[src/design/pie_pkg.sv]
// Shared types and constants for the power iteration block.
package pie_pkg;

  localparam int MaxOrder = 16;
  localparam int IdxW     = $clog2(MaxOrder);
  localparam int OrdW     = 5;
  localparam int MatW     = 16;
  localparam int VecW     = 32;
  localparam int EigW     = 31;
  localparam int CntW     = 16;
  localparam int AccW     = 56;
  localparam int MagW     = AccW - 1;
  localparam int QuoW     = 17;

  localparam logic [1:0] CmdLoadMat = 2'd0;
  localparam logic [1:0] CmdLoadVec = 2'd1;
  localparam logic [1:0] CmdStart   = 2'd2;

  localparam logic [1:0] RegOrder = 2'd0;
  localparam logic [1:0] RegTol   = 2'd1;
  localparam logic [1:0] RegLimit = 2'd2;

  localparam logic [1:0] StConv  = 2'd0;
  localparam logic [1:0] StLimit = 2'd1;
  localparam logic [1:0] StZero  = 2'd2;

  typedef enum logic [3:0] {
    S_IDLE, S_MAC_RD, S_MAC, S_ROW_END, S_DIV_RD, S_DIV_START, S_DIV,
    S_DIV_END, S_CMT_RD, S_DECIDE, S_OUT_RD, S_OUT
  } state_t;

  // controller to datapath
  typedef struct packed {
    logic clr_run;     // new run: clear iteration count
    logic clr_iter;    // new iteration: clear estimate and error
    logic clr_acc;     // clear row accumulator
    logic mac;         // accumulate one product
    logic row_done;    // store sum of current row
    logic div_load;    // load divider for current row
    logic div_step;    // one quotient bit
    logic div_done;    // write quotient, update error
    logic commit;      // copy next vector into current
    logic cnt_inc;     // bump iteration count
    logic set_zero;
    logic [1:0] status;
    logic set_status;
    logic emit;
    logic emit_last;
    logic [IdxW-1:0] i;
    logic [IdxW-1:0] j;
    logic [IdxW-1:0] ci;  // index read from current/next vectors
  } ctl_t;

  typedef struct packed {
    logic est_zero;
    logic converged;
    logic at_limit;
  } sts_t;

endpackage

[src/design/pie_ctrl.sv]
// Controller state machine for the power iteration block.
module pie_ctrl (
  input  logic                      clk,
  input  logic                      rst_n,
  input  logic                      go,
  input  logic [pie_pkg::OrdW-1:0]  order,
  input  logic                      div_busy,
  input  pie_pkg::sts_t             sts,
  output pie_pkg::ctl_t             ctl,
  output logic                      busy
);
  localparam int IW = pie_pkg::IdxW;

  pie_pkg::state_t state_r, state_nxt;
  logic [IW-1:0] i_r, i_nxt, j_r, j_nxt;
  logic [IW-1:0] last_idx;
  logic [1:0] status_r, status_nxt;

  always_comb begin
    if (order == '0) last_idx = '0;
    else if (order >= pie_pkg::OrdW'(pie_pkg::MaxOrder)) last_idx = IW'(pie_pkg::MaxOrder - 1);
    else last_idx = IW'(order - 1'b1);
  end

  always_ff @(posedge clk) begin
    if (!rst_n) begin
      state_r  <= pie_pkg::S_IDLE;
      i_r      <= '0;
      j_r      <= '0;
      status_r <= pie_pkg::StConv;
    end else begin
      state_r  <= state_nxt;
      i_r      <= i_nxt;
      j_r      <= j_nxt;
      status_r <= status_nxt;
    end
  end

  // next state and counters
  always_comb begin
    state_nxt  = state_r;
    i_nxt      = i_r;
    j_nxt      = j_r;
    status_nxt = status_r;
    unique case (state_r)
      pie_pkg::S_IDLE: if (go) begin
        state_nxt = pie_pkg::S_MAC_RD; i_nxt = '0; j_nxt = '0;
      end
      pie_pkg::S_MAC_RD: state_nxt = pie_pkg::S_MAC;
      pie_pkg::S_MAC: begin
        if (j_r == last_idx) begin
          state_nxt = pie_pkg::S_ROW_END;
        end else begin
          j_nxt = j_r + 1'b1; state_nxt = pie_pkg::S_MAC_RD;
        end
      end
      pie_pkg::S_ROW_END: begin
        j_nxt = '0;
        if (i_r == last_idx) begin
          i_nxt = '0; state_nxt = pie_pkg::S_DIV_RD;
        end else begin
          i_nxt = i_r + 1'b1; state_nxt = pie_pkg::S_MAC_RD;
        end
      end
      pie_pkg::S_DIV_RD: state_nxt = pie_pkg::S_DIV_START;
      pie_pkg::S_DIV_START: begin
        if (sts.est_zero) begin
          status_nxt = pie_pkg::StZero; i_nxt = '0; state_nxt = pie_pkg::S_OUT_RD;
        end else begin
          state_nxt = pie_pkg::S_DIV;
        end
      end
      pie_pkg::S_DIV: if (!div_busy) state_nxt = pie_pkg::S_DIV_END;
      pie_pkg::S_DIV_END: begin
        if (i_r == last_idx) begin
          i_nxt = '0; state_nxt = pie_pkg::S_CMT_RD;
        end else begin
          i_nxt = i_r + 1'b1; state_nxt = pie_pkg::S_DIV_RD;
        end
      end
      pie_pkg::S_CMT_RD: state_nxt = pie_pkg::S_DECIDE;
      pie_pkg::S_DECIDE: begin
        // commit happens over this pass; reuse i as commit index
        if (i_r == last_idx) begin
          i_nxt = '0;
          if (sts.converged) begin
            status_nxt = pie_pkg::StConv; state_nxt = pie_pkg::S_OUT_RD;
          end else if (sts.at_limit) begin
            status_nxt = pie_pkg::StLimit; state_nxt = pie_pkg::S_OUT_RD;
          end else begin
            state_nxt = pie_pkg::S_MAC_RD;
          end
        end else begin
          i_nxt = i_r + 1'b1;
        end
      end
      pie_pkg::S_OUT_RD: state_nxt = pie_pkg::S_OUT;
      pie_pkg::S_OUT: begin
        if (i_r == last_idx) begin
          i_nxt = '0; state_nxt = pie_pkg::S_IDLE;
        end else begin
          i_nxt = i_r + 1'b1; state_nxt = pie_pkg::S_OUT_RD;
        end
      end
      default: state_nxt = pie_pkg::S_IDLE;
    endcase
  end

  // outputs
  always_comb begin
    ctl = '0;
    ctl.i = i_r;
    ctl.j = j_r;
    ctl.ci = j_r;
    ctl.status = status_nxt;
    busy = (state_r != pie_pkg::S_IDLE);
    unique case (state_r)
      pie_pkg::S_IDLE: begin
        ctl.clr_run = go; ctl.clr_iter = go; ctl.clr_acc = go;
      end
      pie_pkg::S_MAC_RD: ctl.ci = j_r;
      pie_pkg::S_MAC: ctl.mac = 1'b1;
      pie_pkg::S_ROW_END: begin
        ctl.row_done = 1'b1; ctl.clr_acc = 1'b1;
        if (i_r == last_idx) ctl.cnt_inc = 1'b1;
        ctl.ci = '0;
      end
      pie_pkg::S_DIV_RD: ctl.ci = i_r;
      pie_pkg::S_DIV_START: begin
        ctl.ci = i_r;
        ctl.div_load = !sts.est_zero;
        ctl.set_zero = sts.est_zero;
        ctl.set_status = sts.est_zero;
      end
      pie_pkg::S_DIV: begin ctl.div_step = 1'b1; ctl.ci = i_r; end
      pie_pkg::S_DIV_END: begin ctl.div_done = 1'b1; ctl.ci = i_r; end
      pie_pkg::S_CMT_RD: ctl.ci = i_r;
      pie_pkg::S_DECIDE: begin
        // read ahead so the next commit finds its element ready
        ctl.commit = 1'b1; ctl.ci = i_r + 1'b1;
        if (i_r == last_idx) begin
          ctl.set_status = sts.converged || sts.at_limit;
          ctl.clr_iter = !(sts.converged || sts.at_limit);
          ctl.clr_acc = 1'b1;
        end
      end
      pie_pkg::S_OUT_RD: ctl.ci = i_r;
      pie_pkg::S_OUT: begin
        ctl.ci = i_r; ctl.emit = 1'b1; ctl.emit_last = (i_r == last_idx);
      end
      default: ;
    endcase
  end
endmodule

[config.mk]
export PLATFORM = sky130hd
export DESIGN_NAME = pie_ctrl
export DESIGN_NICKNAME = d
export VERILOG_FILES = /design/src/design/pie_pkg.sv /design/src/design/pie_ctrl.sv
export SDC_FILE = /design/constraint.sdc
export NUM_CORES = 1
export LEC_CHECK = 0
export BUFFER_PORTS_ARGS = -buffer_cell sky130_fd_sc_hd__buf_2
export CAP_MARGIN = 15
export CORE_ASPECT_RATIO = 1.75
export CORE_MARGIN = 2
export CORE_UTILIZATION = 52
export CTS_CLUSTER_DIAMETER = 150
export CTS_CLUSTER_SIZE = 28
export DETAILED_ROUTE_END_ITERATION = 8
export GPL_TIMING_DRIVEN = 0
export MAX_ROUTING_LAYER = met4
export PLACE_DENSITY = 0.92
export SYNTH_ARGS = -nofsm -noshare
export SYNTH_HDL_FRONTEND = slang
export SYNTH_SLANG_ARGS = --single-unit
[constraint.sdc]
create_clock -name clk -period 3.4 [get_ports clk]
set_clock_uncertainty 0.15 [all_clocks]
set_input_delay 0.51 -clock clk [delete_from_list [all_inputs] [get_ports clk]]
set_output_delay 0.51 -clock clk [all_outputs]
set_load 0.02 [all_outputs]
# == After elaboration in Yosys (flattened, before gate mapping) ==
# Index checks and enable logic that the tools add are counted.
# totals
mem_bits_ro,0
input_bits,12
output_inout_bits,29
latchBits,0
n_memories,0
mem_bits_rw,0
word_cells,80
reg_bits,14
# op_classes
n_lt_le_gt_ge,1
div_mod_pow,0
n_mux,41
mul,0
reduce_logical,13
n_addsub,3
bitwise_logic,0
shift,0
n_eq_ne,18
# ops
cell,count
$mux 4,14
$pmux 4 s12,1
$pmux 4 s3,3
$eq 4x3->1 const B,4
$eq 4x4->1 const B,4
$mux 2,7
$mux 1,11
$ne 2x2->1 const B,5
$reduce_and 3->1,3
$add 4x1->4 const B,2
$eq 4x2->1 const B,2
$eq 4x4->1,2
$reduce_or 7->1,1
$reduce_bool 3->1,2
$ge 5x5->1 const B,1
$logic_not 5->1,1
$eq 4x1->1 const B,1
$logic_not 4->1,1
$pmux 1 s2,2
$pmux 2 s2,1
$reduce_bool 4->1,1
$reduce_or 4->1,1
$sub 4x1->4 const B,1
$mux 3,1
other kinds (3),4

# == Longest topological paths before layout ==
# depth
depth_word,6
depth_mapped,10
depth_no_buf,8

# == Worst setup path before layout ==
# OpenSTA, ideal clock, no wires.
# synth_timing
path_kind,input port to output port
from,input port order[0] (netlist bit)
to,output port ctl[15] (netlist bit)
path_slack_ns,-0.030
stages,10
t_arrival_ns,2.770
required_time_ns,2.740
path_cell_list,inv_1 > ha_1 > or4b_1 > buf_2 > a21o_1 > a22o_1 > nor3_2 > buf_6 > nor2_2 > o41ai_2
# synth_lines
element,line,text
from (decl),pie_ctrl.sv:6,"input logic [pie_pkg::OrdW-1:0] order,"
to (decl),pie_ctrl.sv:9,"output pie_pkg::ctl_t ctl,"

==> results.cfg <==
[synth]
synth-xor-area-share = 0.0299
synth_compound_area_frac = 0.317
yosys.area_share.simple = 0.332
synth_edf_count = 0
ys_seq_area_frac = 0.191
netlist_instances = 205
synthMuxAreaShare = 0.0282
synth_flop_cell = dfxtp_1
synthMostInstantiatedCell = nor2_1
synthTopCellsByCount = nor2_1, nand2_1, dfxtp_1, o21ai_0, a21oi_1
syn_area_sq_um = 1460
syn_nets = 221
synth_adder_area_share = 0.0342
postSynthAreaPerCell_sq_um = 7.14
synth_cell_types = 56
synth_warnings = 0
ys_ff_latch = 14
yosysTopAreaCell = dfxtp_1
synthArstFlopShare = 0
synth_top_area_share = 0.191
synth_top_family_by_area = simple AND/OR/NAND/NOR gates
ys_top_cells_by_area = dfxtp_1, nor2_1, o21ai_0

[power_and_ir_drop]
switching_power_uw = 178
power.total_uw = 494
leakagePower_nw = 0.790
pwr_density_cell_nw_per_um2 = 263
p_comb_frac = 0.358
vdd_ir_drop_max_mv = 0.195
seq_power_share = 0.359
p_int_uw = 316
switching_share = 0.360
p_clk_frac = 0.283

[clock_network]
root_buffer = clkbuf_8
htree_levels = 1
cts.sinks = 14
cts_tree = done
cts.clk_slew.worst_paths_ns = 0.06
cts_max_path_buffers = 2
clock_latency_ns = 0.25
cts_buffers = 3

[final_layout]
area_growth_pct = 28.1
design_area_sq_um = 1880
layout.nets = 269
drive_gt1_frac = 0.275
final-instance-count-excl-fill = 278
finish.utilization = 0.697
diodes = 0

[floorplanning]
initial_core_util = 0.544
die_w_um = 44.1
core_area_sq_um = 2690
io_pins = 41
die-area_sq_um = 3270
die_y_um = 74.2
rows = 25

[placement]
pre_cts_slack_ns = -0.418
detailed_place_hpwl_um = 3280
place_congestion = 0.932
port_buffers = 40
place_area_sq_um = 1710
dp_cells = 272

[global_routing]
antenna_found_initial = 0
grt_pass1_wl_um = 7130
first_global_vias = 1636
overflow = 0
track_usage = 0.294
grt_max_degree = 11

[setup_path]
cpMostUsedCell = buf_6
cpPeakStageDelay_ns = 0.46
arrival_ns = 2.70
critPathRequiredTime_ns = 2.74
cp-start-kind = input port
critPathKind = input port to primary output
critPathSlowestCell = or4b_4
crit_chain = buf_8 > inv_6 > ha_4 > or4b_4 > buf_6 > a21o_1 > a22o_1 > or3_4 > buf_6 > nor2_4 > o41ai_4 > buf_4
cp_max_fo = 7
setup.worst_path.end_class = primary output

[route]
vias_per_cell = 6.35
num_vias = 1764
drcViolationCount = 0
final_antenna_net_count = 0
dr.pass1.iters = 4
drt-initial-drc-count = 54
wl_per_cell_um = 16.0
routed_wl_um = 4460

[sta]
rsz0062_at_grt = true
fin_setup_tns_ns = 0
max_freq_mhz = 297
finalHoldWorstSlack_ns = 0.375
relSlewSlack = 0.560
finalMaxSlewViolations = 0
worst_pin_slew_ns = 0.658
final.period_utilization = 0.990
min_period_ns = 3.36
setup-violations-final = 0
fin_ws_ns = 0.0350
hold_violations = 0

[status]
status = complete, no violations

[min_path]
hp-class = input port to flop

[flow_run]
max-cap-violations = 0
[area by class of cell]
class | count | area [sq um]
tap | 27 | 33.8
multi-input combinational | 168 | 1140
buffer | 14 | 77.6
clock buffer | 3 | 41.3
timing repair buffer | 43 | 250
inverter | 9 | 51.3
sequential | 14 | 280
fill | 244 | 815
[flip-flops by register name, summed over array words and instances, names as in the netlist]
| signal | count |
|---|---|
| state_r | 4 |
| status_r | 2 |
| i_r | 4 |
| j_r | 4 |
[cells in the final DEF (no fill, tap or decap), types with 3 or more instances in the layout]
cell	n
nor2_1	19
clkbuf_8	3
xnor2_1	3
nor3_1	6
o21ai_1	3
o31ai_1	4
buf_4	4
nand3_1	8
buf_2	39
o21ai_0	14
inv_1	6
and2_1	4
and3_1	3
buf_6	3
nor2b_1	7
ha_1	3
nand2b_1	7
a21oi_1	13
clkbuf_1	8
nand3b_1	3
dfxtp_1	14
nand2_1	15
nor3b_1	3
o211ai_1	5
mux2i_1	3
[critical path, delay by kind of cell]
kind | cells | cell delay, ns
adder cells (fa/ha/maj) | 1 | 0.14
AO/OA/AOI/OAI | 3 | 0.49
buffers and inverters | 5 | 0.63
AND/OR/NAND/NOR | 3 | 0.95
[repair_timing]
item / in CTS / in global routing
setup endpoints to repair: 7 / 5
gates resized for setup: 8 / 21
hold buffers: 0 / 0
gates cloned: 0 / 0
pin swaps: 2 / 6
setup buffers: 1 / 2
[metal layers]
metal  share of wire  global-route usage  wire length [um]
met5               0                   -                 0
met3           0.053              0.0340               235
met1            0.36               0.314              1610
met4           0.034               0.168               153
met2            0.55               0.508              2460
[power groups by stage]
| stage | clock (mW) | combinational [mW] | sequential, mW |
|---|---|---|---|
| finish | 0.140 | 0.177 | 0.178 |
| global placement | 0 | 0.158 | 0.181 |
| floorplan | 0 | 0.111 | 0.182 |
| detailed placement | 0 | 0.161 | 0.181 |
| global route | 0.147 | 0.193 | 0.178 |
| CTS | 0.139 | 0.166 | 0.177 |
[final timing paths]
kind,endpoint,from,cells after the start,slack (ns)
min reg2reg,j_r[1],j_r[1],2,0.43
max reg2reg,state_r[1],i_r[0],7,1.17
max,ctl[15],order[1],12,0.04
min,state_r[1],div_busy,3,0.37
[logic make-up after synthesis]
group,after synthesis
AOI/OAI and AO/OA,66
adders and majority gates,4
DFF,14
and+or+nand+nor,89
buffers and inverters,23
muxes,4
xor gates and xnor gates,5
Power figures use the tool's default switching activity.
